**src/sv/assert_macros.svh**
```systemverilog
// Assertion macros shared by the motor starter RTL.
`ifndef ASSERT_MACROS_SVH
`define ASSERT_MACROS_SVH

// Check a property on every rising edge of clk_i outside reset.
`define MSS_ASSERT(name, prop, msg) \
  name: assert property (@(posedge clk_i) disable iff (!rst_ni) prop) \
    else $error(msg);

// Check a property on every rising edge of clk_i, reset included.
`define MSS_ASSERT_ALWAYS(name, prop, msg) \
  name: assert property (@(posedge clk_i) prop) else $error(msg);

`endif

```
**src/sv/mss_pkg.sv**
```systemverilog
// Types, register map and reset values of the motor starter sequencer.
`timescale 1ns / 1ps
package mss_pkg;

  localparam int unsigned TickW  = 16;
  localparam int unsigned UnitW  = 3;
  localparam int unsigned BlinkW = 6;
  localparam int unsigned TryW   = 4;
  localparam int unsigned AddrW  = 5;
  localparam int unsigned DataW  = 32;
  localparam int unsigned InW    = 8;
  localparam int unsigned OutW   = 8;

  // Sequence steps, one-hot
  typedef enum logic [10:0] {
    ST_IDLE      = 11'h001,
    ST_WAIT_A    = 11'h002,
    ST_WAIT_B    = 11'h004,
    ST_H3_STOP   = 11'h008,
    ST_H3_START  = 11'h010,
    ST_COND_TRY  = 11'h020,
    ST_COND_HOLD = 11'h040,
    ST_H2_STOP   = 11'h080,
    ST_H2_START  = 11'h100,
    ST_ERROR     = 11'h200,
    ST_STOPPING  = 11'h400
  } step_e;

  // Register indexes (byte address bits [4:2])
  typedef enum logic [2:0] {
    REG_BLINK_HALF = 3'd0,
    REG_WAIT_BLINK = 3'd1,
    REG_LONG_UNIT  = 3'd2,
    REG_STOP_HOLD  = 3'd3,
    REG_COND_TRIES = 3'd4
  } reg_e;

  // Hold lengths in long units
  localparam logic [UnitW-1:0] HOLD_ONE   = 3'd1;
  localparam logic [UnitW-1:0] HOLD_THREE = 3'd3;
  localparam logic [UnitW-1:0] HOLD_FIVE  = 3'd5;

  typedef struct packed {
    logic stop_rly;
    logic start_rly;
    logic cap_rly;
    logic wait_lamp;
    logic warn_led;
  } outs_t;

  typedef struct packed {
    step_e              step;
    logic [TickW-1:0]   tick;
    logic [UnitW-1:0]   unit;
    logic [BlinkW-1:0]  blink;
    logic [TryW-1:0]    tries;
    logic               running;
    logic               two_phase;
    outs_t              outs;
  } state_t;

  typedef struct packed {
    logic [TickW-1:0]  blink_half;
    logic [BlinkW-1:0] wait_blink;
    logic [TickW-1:0]  long_unit;
    logic [TickW-1:0]  stop_hold;
    logic [TryW-1:0]   cond_tries;
  } cfg_t;

  typedef struct packed {
    logic condenser_ok;
    logic third_phase_ok;
    logic stop_phase_ok;
    logic auto_mode;
    logic stop_button;
    logic start_button;
  } tick_in_t;

  localparam cfg_t CFG_RESET = '{
    blink_half: 16'd500,
    wait_blink: 6'd31,
    long_unit:  16'd1001,
    stop_hold:  16'd2500,
    cond_tries: 4'd6
  };

  localparam state_t STATE_RESET = '{
    step:      ST_IDLE,
    tick:      '0,
    unit:      '0,
    blink:     '0,
    tries:     '0,
    running:   1'b0,
    two_phase: 1'b0,
    outs:      '0
  };

endpackage

```
**src/sv/mss_step.sv**
```systemverilog
// Next-state logic of the motor starter sequencer for one tick.
`timescale 1ns / 1ps
module mss_step (
  input  mss_pkg::state_t   state_i,
  input  mss_pkg::cfg_t     cfg_i,
  input  mss_pkg::tick_in_t in_i,
  output mss_pkg::state_t   state_o
);
  import mss_pkg::*;

  logic [TickW-1:0]  tick_inc;
  logic [UnitW-1:0]  unit_inc;
  logic [BlinkW-1:0] blink_inc;
  logic [TryW-1:0]   try_inc;
  logic [UnitW-1:0]  hold_units;
  logic              unit_wrap;
  logic              hold_done;
  logic              blink_wrap;
  logic              led_lit;
  logic              half_done;

  assign tick_inc  = state_i.tick + 1'b1;
  assign unit_inc  = state_i.unit + 1'b1;
  assign blink_inc = state_i.blink + 1'b1;
  assign try_inc   = state_i.tries + 1'b1;

  // Hold length of the current step
  always_comb begin
    case (state_i.step)
      ST_H3_STOP:   hold_units = HOLD_THREE;
      ST_H2_START:  hold_units = HOLD_THREE;
      ST_COND_HOLD: hold_units = HOLD_FIVE;
      default:      hold_units = HOLD_ONE;
    endcase
  end

  assign unit_wrap  = tick_inc >= cfg_i.long_unit;
  assign hold_done  = unit_wrap && !(unit_inc < hold_units);
  assign blink_wrap = tick_inc >= cfg_i.blink_half;
  assign led_lit    = (state_i.step == ST_ERROR) ? state_i.outs.warn_led
                                                 : state_i.outs.wait_lamp;
  assign half_done  = blink_wrap && !led_lit;

  always_comb begin
    state_o = state_i;
    // Shared hold timer: advance ticks, then units
    if (state_i.step == ST_H3_STOP || state_i.step == ST_H3_START ||
        state_i.step == ST_COND_HOLD || state_i.step == ST_H2_STOP ||
        state_i.step == ST_H2_START) begin
      if (!unit_wrap) begin
        state_o.tick = tick_inc;
      end else begin
        state_o.tick = '0;
        state_o.unit = hold_done ? '0 : unit_inc;
      end
    end
    // Shared blink timer: a lit half ending just darkens the LED
    if (state_i.step == ST_WAIT_A || state_i.step == ST_WAIT_B ||
        state_i.step == ST_ERROR) begin
      if (!blink_wrap) begin
        state_o.tick = tick_inc;
      end else begin
        state_o.tick = '0;
        if (state_i.step == ST_ERROR) begin
          state_o.outs.warn_led = 1'b0;
        end else begin
          state_o.outs.wait_lamp = 1'b0;
        end
      end
    end

    case (state_i.step)
      ST_IDLE: begin
        if (!state_i.running) begin
          if (in_i.auto_mode || in_i.start_button) begin
            state_o.two_phase      = !in_i.third_phase_ok;
            state_o.step           = ST_WAIT_A;
            state_o.tick           = '0;
            state_o.blink          = '0;
            state_o.outs.wait_lamp = 1'b1;
          end
        end else if ((!in_i.auto_mode && in_i.stop_button) || !in_i.stop_phase_ok) begin
          state_o.outs.stop_rly  = 1'b0;
          state_o.outs.start_rly = 1'b0;
          state_o.outs.wait_lamp = 1'b1;
          state_o.step           = ST_STOPPING;
          state_o.tick           = '0;
        end
      end
      ST_WAIT_A, ST_WAIT_B: begin
        if (half_done) begin
          if (blink_inc < cfg_i.wait_blink) begin
            state_o.blink          = blink_inc;
            state_o.outs.wait_lamp = 1'b1;
          end else begin
            state_o.blink = '0;
            if (state_i.step == ST_WAIT_B) begin
              state_o.outs.stop_rly = 1'b1;
              state_o.step          = ST_H3_STOP;
              state_o.unit          = '0;
            end else if (state_i.two_phase) begin
              if (!in_i.stop_phase_ok) begin
                state_o.step          = ST_ERROR;
                state_o.outs.warn_led = 1'b1;
              end else begin
                state_o.tries = '0;
                state_o.step  = ST_COND_TRY;
              end
            end else if (!in_i.stop_phase_ok || !in_i.third_phase_ok) begin
              state_o.step          = ST_ERROR;
              state_o.outs.warn_led = 1'b1;
            end else begin
              state_o.step           = ST_WAIT_B;
              state_o.outs.wait_lamp = 1'b1;
            end
          end
        end
      end
      ST_H3_STOP: begin
        if (hold_done) begin
          state_o.outs.start_rly = 1'b1;
          state_o.step           = ST_H3_START;
        end
      end
      ST_H3_START: begin
        if (hold_done) begin
          state_o.outs.start_rly = 1'b0;
          state_o.running        = 1'b1;
          state_o.step           = ST_IDLE;
        end
      end
      ST_COND_TRY: begin
        state_o.tick = '0;
        state_o.unit = '0;
        if (in_i.condenser_ok) begin
          state_o.outs.start_rly = 1'b1;
          state_o.outs.stop_rly  = 1'b1;
          state_o.step           = ST_H2_STOP;
        end else begin
          state_o.outs.start_rly = 1'b0;
          state_o.tries          = try_inc;
          state_o.step           = ST_COND_HOLD;
        end
      end
      ST_COND_HOLD: begin
        if (hold_done) begin
          if (state_i.tries < cfg_i.cond_tries) begin
            state_o.step = ST_COND_TRY;
          end else if (in_i.condenser_ok) begin
            state_o.outs.stop_rly = 1'b1;
            state_o.step          = ST_H2_STOP;
          end else begin
            state_o.step          = ST_ERROR;
            state_o.tick          = '0;
            state_o.outs.warn_led = 1'b1;
          end
        end
      end
      ST_H2_STOP: begin
        if (hold_done) begin
          state_o.outs.start_rly = 1'b1;
          state_o.outs.cap_rly   = 1'b1;
          state_o.step           = ST_H2_START;
        end
      end
      ST_H2_START: begin
        if (hold_done) begin
          state_o.outs.start_rly = 1'b0;
          state_o.outs.cap_rly   = 1'b0;
          state_o.running        = 1'b1;
          state_o.step           = ST_IDLE;
        end
      end
      ST_ERROR: begin
        if (half_done) begin
          if (in_i.stop_button) begin
            state_o.step = ST_IDLE;
          end else begin
            state_o.outs.warn_led = 1'b1;
          end
        end
      end
      ST_STOPPING: begin
        if (tick_inc >= cfg_i.stop_hold) begin
          state_o.tick           = '0;
          state_o.running        = 1'b0;
          state_o.outs.wait_lamp = 1'b0;
          state_o.step           = ST_IDLE;
        end else begin
          state_o.tick = tick_inc;
        end
      end
      default: begin
        state_o.step = ST_IDLE;
      end
    endcase
  end

endmodule

```
**src/sv/motor_starter_sequencer_top.sv**
```systemverilog
// Top level of the motor starter sequencer: stream ports, register file, state.
`timescale 1ns / 1ps
`include "assert_macros.svh"
// Motor starter sequencer. Each transfer on the input stream is one timebase
// tick carrying the sampled button and phase pins; each tick produces exactly
// one result transfer with the relay and LED states after that tick. The block
// takes one tick per clock cycle unless the result stream stalls: the whole
// sequence update is one pass of logic between the state register and the
// output register. The output register doubles as a skid stage: a new tick is
// taken whenever the output is empty or its result is being taken in the same
// cycle. The five timing registers sit on the APB port at byte addresses 0, 4,
// 8, 12 and 16; the user must write them only while the stream is quiet, which
// the block does not enforce. Accesses elsewhere are ignored and read as zero.
module motor_starter_sequencer_top (
  input  logic                      clk_i,
  input  logic                      rst_ni,
  // Tick stream
  input  logic                      s_axis_tvalid,
  output logic                      s_axis_tready,
  // [0] start_button, [1] stop_button, [2] auto_mode, [3] stop_phase_ok,
  // [4] third_phase_ok, [5] condenser_ok, [7:6] zero
  input  logic [mss_pkg::InW-1:0]   s_axis_tdata,
  // Result stream
  output logic                      m_axis_tvalid,
  input  logic                      m_axis_tready,
  // [0] stop_relay_closed, [1] start_relay_closed, [2] start_cap_relay_closed,
  // [3] wait_lamp_on, [4] warning_led_on, [5] motor_running, [6] busy_res,
  // [7] zero
  output logic [mss_pkg::OutW-1:0]  m_axis_tdata,
  // Register port
  input  logic                      psel,
  input  logic                      penable,
  input  logic                      pwrite,
  input  logic [mss_pkg::AddrW-1:0] paddr,
  input  logic [mss_pkg::DataW-1:0] pwdata,
  output logic [mss_pkg::DataW-1:0] prdata,
  output logic                      pready
);
  import mss_pkg::*;

  cfg_t              cfg_q;
  state_t            state_q, state_d;
  tick_in_t          tick_in;
  logic              in_xfer;
  logic              cfg_wr;
  reg_e              reg_sel;
  logic              out_valid_q;
  logic [OutW-1:0]   out_data_q, out_data_d;
  logic              any_rly_closed;
  logic              start_side_closed;

  // ---------------------------------------------------------------------------
  // Register port: pready always high, write on the access cycle
  // ---------------------------------------------------------------------------
  assign pready  = 1'b1;
  assign reg_sel = reg_e'(paddr[AddrW-1:2]);
  assign cfg_wr  = psel && penable && pwrite && pready;

  always_ff @(posedge clk_i or negedge rst_ni) begin
    if (!rst_ni) begin
      cfg_q <= CFG_RESET;
    end else if (cfg_wr) begin
      case (reg_sel)
        REG_BLINK_HALF: cfg_q.blink_half <= pwdata[TickW-1:0];
        REG_WAIT_BLINK: cfg_q.wait_blink <= pwdata[BlinkW-1:0];
        REG_LONG_UNIT:  cfg_q.long_unit  <= pwdata[TickW-1:0];
        REG_STOP_HOLD:  cfg_q.stop_hold  <= pwdata[TickW-1:0];
        REG_COND_TRIES: cfg_q.cond_tries <= pwdata[TryW-1:0];
        default: ;
      endcase
    end
  end

  always_comb begin
    case (reg_sel)
      REG_BLINK_HALF: prdata = DataW'(cfg_q.blink_half);
      REG_WAIT_BLINK: prdata = DataW'(cfg_q.wait_blink);
      REG_LONG_UNIT:  prdata = DataW'(cfg_q.long_unit);
      REG_STOP_HOLD:  prdata = DataW'(cfg_q.stop_hold);
      REG_COND_TRIES: prdata = DataW'(cfg_q.cond_tries);
      default:        prdata = '0;
    endcase
  end

  // ---------------------------------------------------------------------------
  // Tick transfer: take a tick whenever the output slot is free or draining
  // ---------------------------------------------------------------------------
  assign s_axis_tready = !out_valid_q || m_axis_tready;
  assign in_xfer       = s_axis_tvalid && s_axis_tready;

  assign tick_in.start_button   = s_axis_tdata[0];
  assign tick_in.stop_button    = s_axis_tdata[1];
  assign tick_in.auto_mode      = s_axis_tdata[2];
  assign tick_in.stop_phase_ok  = s_axis_tdata[3];
  assign tick_in.third_phase_ok = s_axis_tdata[4];
  assign tick_in.condenser_ok   = s_axis_tdata[5];

  mss_step u_step (
    .state_i (state_q),
    .cfg_i   (cfg_q),
    .in_i    (tick_in),
    .state_o (state_d)
  );

  // Advance the sequence only on a tick transfer
  always_ff @(posedge clk_i or negedge rst_ni) begin
    if (!rst_ni) begin
      state_q <= STATE_RESET;
    end else if (in_xfer) begin
      state_q <= state_d;
    end
  end

  // Pack the result from the updated state
  assign out_data_d = {1'b0,
                       state_d.step != ST_IDLE,
                       state_d.running,
                       state_d.outs.warn_led,
                       state_d.outs.wait_lamp,
                       state_d.outs.cap_rly,
                       state_d.outs.start_rly,
                       state_d.outs.stop_rly};

  // Output register: load on a tick transfer, drop once taken
  always_ff @(posedge clk_i or negedge rst_ni) begin
    if (!rst_ni) begin
      out_valid_q <= 1'b0;
    end else if (in_xfer) begin
      out_valid_q <= 1'b1;
    end else if (m_axis_tready) begin
      out_valid_q <= 1'b0;
    end
  end

  always_ff @(posedge clk_i) begin
    if (in_xfer) begin
      out_data_q <= out_data_d;
    end
  end

  assign m_axis_tvalid = out_valid_q;
  assign m_axis_tdata  = out_data_q;

  // ---------------------------------------------------------------------------
  // Checks
  // ---------------------------------------------------------------------------
  assign any_rly_closed    = state_q.outs.stop_rly || state_q.outs.start_rly ||
                             state_q.outs.cap_rly;
  assign start_side_closed = state_q.outs.start_rly || state_q.outs.cap_rly;

  // The sequence state moves only on a tick transfer
  `MSS_ASSERT(a_state_holds, !in_xfer |=> $stable(state_q), "state moved without a tick")
  // The warning LED only blinks with every relay open
  `MSS_ASSERT_ALWAYS(a_warn_relays_open, state_q.outs.warn_led |-> !any_rly_closed, "relay closed")
  // A running motor never keeps the start or condenser relay closed
  `MSS_ASSERT_ALWAYS(a_run_start_open, state_q.running |-> !start_side_closed, "start relay closed")

endmodule
```
**config.mk**
```make
export PLATFORM = sky130hd
export DESIGN_NAME = motor_starter_sequencer_top
export DESIGN_NICKNAME = d
export VERILOG_FILES = /design/src/sv/mss_pkg.sv /design/src/sv/mss_step.sv /design/src/sv/motor_starter_sequencer_top.sv
export VERILOG_INCLUDE_DIRS = /design/src /design/src/sv
export SDC_FILE = /design/constraint.sdc
export NUM_CORES = 1
export LEC_CHECK = 0
export CORE_MARGIN = 4
export CORE_UTILIZATION = 46
export CTS_CLUSTER_DIAMETER = 150
export DETAILED_ROUTE_END_ITERATION = 12
export DONT_BUFFER_PORTS = 1
export GPL_TIMING_DRIVEN = 0
export SETUP_SLACK_MARGIN = 0.1
export SLEW_MARGIN = 20
export SYNTH_ARGS = -nofsm -noshare
export SYNTH_HDL_FRONTEND = slang
export SYNTH_SLANG_ARGS = --single-unit
```
**constraint.sdc**
```tcl
create_clock -name clk_i -period 3.4 [get_ports clk_i]
set_clock_uncertainty 0.15 [all_clocks]
set_input_delay 0.68 -clock clk_i [delete_from_list [all_inputs] [get_ports clk_i]]
set_output_delay 0.68 -clock clk_i [all_outputs]
set_load 0.02 [all_outputs]
```
---- Yosys cells after proc, flatten, opt, wreduce, memory -nomap -nowiden ----
Index checks and enable logic that the tools add are counted.
storage, ports and cells
  output and inout port bits .............. 43
  register bits after elaboration ......... 113
  word-level logic and storage cells ...... 183
  input bits .............................. 52
operators by class
  magnitude comparators ................... 6
  reduce and logical (&&, ||, !) cells .... 37
  muxes and demuxes ....................... 92
  eq/ne operators ......................... 24
  add/sub/neg operators ................... 4
  bitwise gates (word level) .............. 1
operator list
  cell                     count
  $mux W11                 10
  $mux W27                 4
  $pmux W11 S9             1
  $mux W16                 6
  $pmux W16 S5             1
  $pmux W16 S4             1
  $ge A16 B16 Y1           3
  $mux W10                 4
  $mux W1                  32
  $mux W4                  5
  $mux W19                 1
  $mux W6                  3
  $add A16 B1 Y16 const B  1
  $mux W2                  8
  $mux W13                 1
  $mux W3                  4
  $ne A2 B2 Y1 const B     6
  $pmux W3 S2              2
  $pmux W6 S2              1
  $eq A11 B1 Y1 const B    1
  $eq A11 B10 Y1 const B   1
  $eq A11 B11 Y1 const B   1
  $eq A11 B2 Y1 const B    1
  $eq A11 B3 Y1 const B    1
  other kinds (34)         65

---- Logic depth before layout (Yosys ltp) ----
  word-level depth ........................ 15
  mapped depth ............................ 16
  gate-level depth less buffers ........... 14

---- Modules after synthesis ----
A second synthesis with hierarchy kept.
unflattened totals
  cell total of the unflattened synthesis .. 804
  area, all modules ....................... 8,106.5 µm²
by module, submodules not included
  module                       cells an instance  instances  area each (µm²)  seq. area each (µm²)
  motor_starter_sequencer_top  329                1          4,934.7          2,895.3
  mss_step                     475                1          3,171.8          0.0

---- Least setup slack after synthesis ----
No wires, ideal clock.
  path kind ............................... register -> register
  start ................................... register state_q[20] (netlist name)
  end ..................................... register state_q[26] (netlist name)
  setup slack ............................. -0.354 ns
  required time ........................... 3.139 ns
  cell stages (with the launch flop) ...... 16
  arrival time ............................ 3.493 ns
  path buffers ............................ 1
  setup time .............................. 0.111 ns
  clock period less this slack ............ 3.754 ns
  cells stage by stage .................... dfrtp_1 ha_1 nand3_1 nor2_1 and3_1 nand3_1 xnor2_1 ha_1 a21oi_1 o21ai_0 nor2_1 and3_1 clkbuf_1 o21ai_2 o2111a_2 a2111oi_2
between the ends
  word-level cells in the longest chain between the ends .. 9
  elaborated cells between the ends (all ways) .. 17
  classes of those cells .................. add/sub (1); order compare (3); mux (12); reduce/logical (1)
RTL lines
  element                 line                                text
  start, declared         motor_starter_sequencer_top.sv:42   state_t state_q, state_d;
  start signal, assigned  motor_starter_sequencer_top.sv:110  state_q <= state_d;
  $add A16 B1 Y16 (*)     mss_step.sv:22                      assign tick_inc = state_i.tick + 1'b1;
  $ge A16 B16 Y1          mss_step.sv:37                      assign unit_wrap = tick_inc >= cfg_i.long_unit;
  $mux W16                mss_step.sv:50                      if (!unit_wrap) begin
  $mux W19                mss_step.sv:47                      if (state_i.step == ST_H3_STOP || state_i.step == ST_H3_START ||
  $mux W16                mss_step.sv:58                      if (state_i.step == ST_WAIT_A || state_i.step == ST_WAIT_B ||
  $mux W16                mss_step.sv:149                     end else if (in_i.condenser_ok) begin
  $mux W16                mss_step.sv:147                     if (state_i.tries < cfg_i.cond_tries) begin
  $mux W27                mss_step.sv:146                     if (hold_done) begin
  $pmux W16 S4 (*)        mss_step.sv:72                      case (state_i.step)
Mark *: on every way between the ends. The rest lies on a longest branch, timed or not.
A chain may end at the register's enable or synchronous reset.

---- Worst setup path in the final report ----
  start ................................... register state_q[20] (netlist name)
  end ..................................... register state_q[30] (netlist name)
Same word-level chain as after synthesis.

==> summary.md <==
| Metric | Value |
|---|---|
| Status | finished, violations left |
| Failing checks | setup timing |
| Final GP Congestion | 0.861 |
| Leakage power | 4.54 nW |
| Yosys warns | 0 |
| Post-Synth Adder-Cell Area | 9.85% |
| Netlist Area Pre-Place | 0.00788 sq mm |
| Fmax | 261 MHz |
| Vias in the first global route | 6671 |
| Pwr/cell area | 623 mW/mm^2 |
| Nets | 1068 |
| Synthesized flop and latch total | 113 |
| DR vias | 6893 |
| Mapped Cells | 871 |
| Number of synthesized flops with an enable pin | 7 |
| DRC viols | 0 |
| Total clock buffers created by CTS | 17 |
| Tmin final | 3.83 ns |
| Worst Slack Setup Final | -0.433 ns |
| Tot GR Track Use | 23.2% |
| Most numerous cell in the Yosys netlist | dfrtp_1 |
| Peak VDD IR | 0.424 mV |
| Share of cells above drive strength 1 | 29.4% |
| Routed WL per cell | 19.3 um |
| Critical path launch point type | register |
| Asr flop ratio synth | 93.8% |
| Die area | 0.0193 sq mm |
| DR pass1 iterations | 6 |
| Row cnt | 47 |
| Core region area | 0.0167 sq mm |
| Die X | 139 um |
| Fin. Hold Viols | 0 |
| Largest net degree at the start of global routing | 107 |
| Filler cell count in the final layout | 1428 |
| CP Max Fanout | 5 |
| RSZ-0062 raised after global routing | true |
| Die Height | 139 um |
| Post-Synth XOR/XNOR Area | 2.22% |
| Combinational family with the most area after synthesis | simple AND/OR/NAND/NOR gates |
| Setup-failing EPs final | 52 |
| Post-synthesis compound-gate area fraction | 16.7% |
| Sequential fraction of the synthesis area | 36.8% |
| Sequential cell area | 0.00290 sq mm |
| IO Port Bufs | 0 |
| Fin util | 59.7% |
| Clk buf depth | 2 |
| Post-synthesis mux area share | 9.29% |
| # diodes | 0 |
| Clock slew at reported path FFs | 0.06 ns |
| Clk_lat worst skew | 0.43 ns |
| Max-cap violations | 0 |
| Dpl hpwl | 15700 um |
| Top cell type's share of synthesized area | 25.4% |
| WP data required | 3.55 ns |
| Average cell area after synthesis | 9.04 sq um |
| Fin Setup TNS | -15.77 ns |
| Kind of critical path | register to register |
| Drt initial violations | 563 |
| Yosys cell types | 79 |
| Non-Filler Instances | 1187 |
| Root Driver | clkbuf_16 |
| Max_slew headroom | 44.5% |
| Most instantiated cells after synthesis | 80 x dfrtp_1, 75 x inv_1, 72 x nor2_1 |
| IO Pins | 95 |
| First-pass GRT wire length | 35700 um |
| Total Power | 6.21 mW |
| TritonCTS clock tree | yes |
| Tcrit/Tclk final | 113% |
| ANT nets after route | 0 |
| Placed Area | 0.00831 sq mm |
| Via/cell ratio | 5.81 |
| Area growth, synth to finish | 26.6% |
| Max Slew Vio Count | 0 |
| Grt ovf | 0 |
| Simple-gate share of the synthesized area | 17.9% |
| Final Cell Area | 0.00997 sq mm |
| Multi-input gate area | 0.00514 sq mm |
| Routed WL | 22900 um |
| Measured slew at the worst slew-check pin | 0.828 ns |
| Initial antenna violation count | 0 |
| Post-synth top area cell | dfrtp_1 |
| Placed insts | 1107 |
| Ys flop type | dfrtp_1 |
| CTS H-tree depth | 4 |
| Fin Hold WS | 0.0287 ns |
| Area contributors post-synth | dfrtp_1 25%, ha_1 9.8%, dfstp_2 8.7% |
| Crit path DAT | 3.99 ns |
| Critical path endpoint category | register |
| Min-delay worst type | input pin to async pin |
| CTS sink count | 113 |
| Place WS | -0.886 ns |
| Starting Density | 47.2% |
## power breakdown
part           internal [mW]  switching, mW  total (mW)
clock network           1.08          0.707        1.78
logic                   1.12           1.37        2.49
registers               1.69          0.247        1.94
## registers in the layout, summed over array words and instances, names as in the netlist
register	count
state_q	47
m_axis_tdata	7
m_axis_tvalid	1
cfg_q	58
## final timing paths
check,from,endpoint,slack [ns],cells past startpoint
worst min-delay path,rst_ni,cfg_q[24],0.03,1
worst max-delay path,state_q[20],state_q[30],-0.43,15
worst max register to register,state_q[20],state_q[30],-0.43,15
max in group asynchronous,rst_ni,state_q[5],2.60,1
min in group clk_i,s_axis_tdata[4],state_q[5],0.21,1
worst min register to register,state_q[17],state_q[17],0.37,1
## layer usage
metal	track usage, %	vias up	wire [um]
li1	-	3252	-
met1	32.0	3391	10400
met2	36.5	203	10600
met3	4.90	47	1370
met4	7.98	0	569
met5	0	-	0
## worst max-delay path, cell delays in order, from the launching register on
cell and delay (ns):
dfrtp_2 0.39, nand4_1 0.18, nor3_4 0.28, nand4_1 0.14, buf_6 0.16, nor3b_4 0.29, xor2_4 0.16, buf_12 0.15
ha_4 0.28, inv_2 0.05, o211a_4 0.25, a21o_4 0.19, or4_4 0.45, o21ai_4 0.16, o2111a_2 0.34, o21ai_1 0.09
## placed cells by master, fill, tap and decap left out, drive strengths merged, types with 6 or more instances in the layout
master / count
dfstp: 26
inv: 80
conb: 18
nor2: 72
nor3: 14
a21o: 9
buf: 78
o21ai: 64
edfxtp: 7
ha: 62
a22o: 7
mux2i: 21
nor2b: 15
nand4: 20
nor4: 8
o211ai: 13
and2: 6
clkbuf: 42
a21oi: 49
and3: 9
dfrtp: 80
xnor2: 15
nand2: 72
nand2b: 11
nand3: 24
a31oi: 15
mux2: 42
## logic make-up (layout without fill, tap and decap cells)
family	count (synthesis)	count (layout)
AO/OA/AOI/OAI	205	205
XOR/XNOR	20	20
adder cells (fa/ha/maj)	62	62
buffers and inverters	128	208
flip-flops	113	113
multiplexers	65	65
other	2	18
AND/OR/NAND/NOR	276	276
## cell type report
class | instances | area share, %
buffer | 53 | 3.36
timing repair buffer | 48 | 4.52
clock buffer | 19 | 4.66
inverter | 75 | 2.82
tap | 220 | 2.76
sequential | 113 | 29.1
clock inverter | 13 | 1.24
multi-input combinational | 646 | 51.6
## what timing repair did
action,4_1_cts,5_1_grt
resized for setup,95,35
endpoints found under the hold margin,106,0
hold buffers,1,0
setup endpoints to repair,56,61
buffers inserted,53,11
gates cloned,2,0
pin swaps,52,39
No activity file was read; power rests on OpenSTA's default activity.
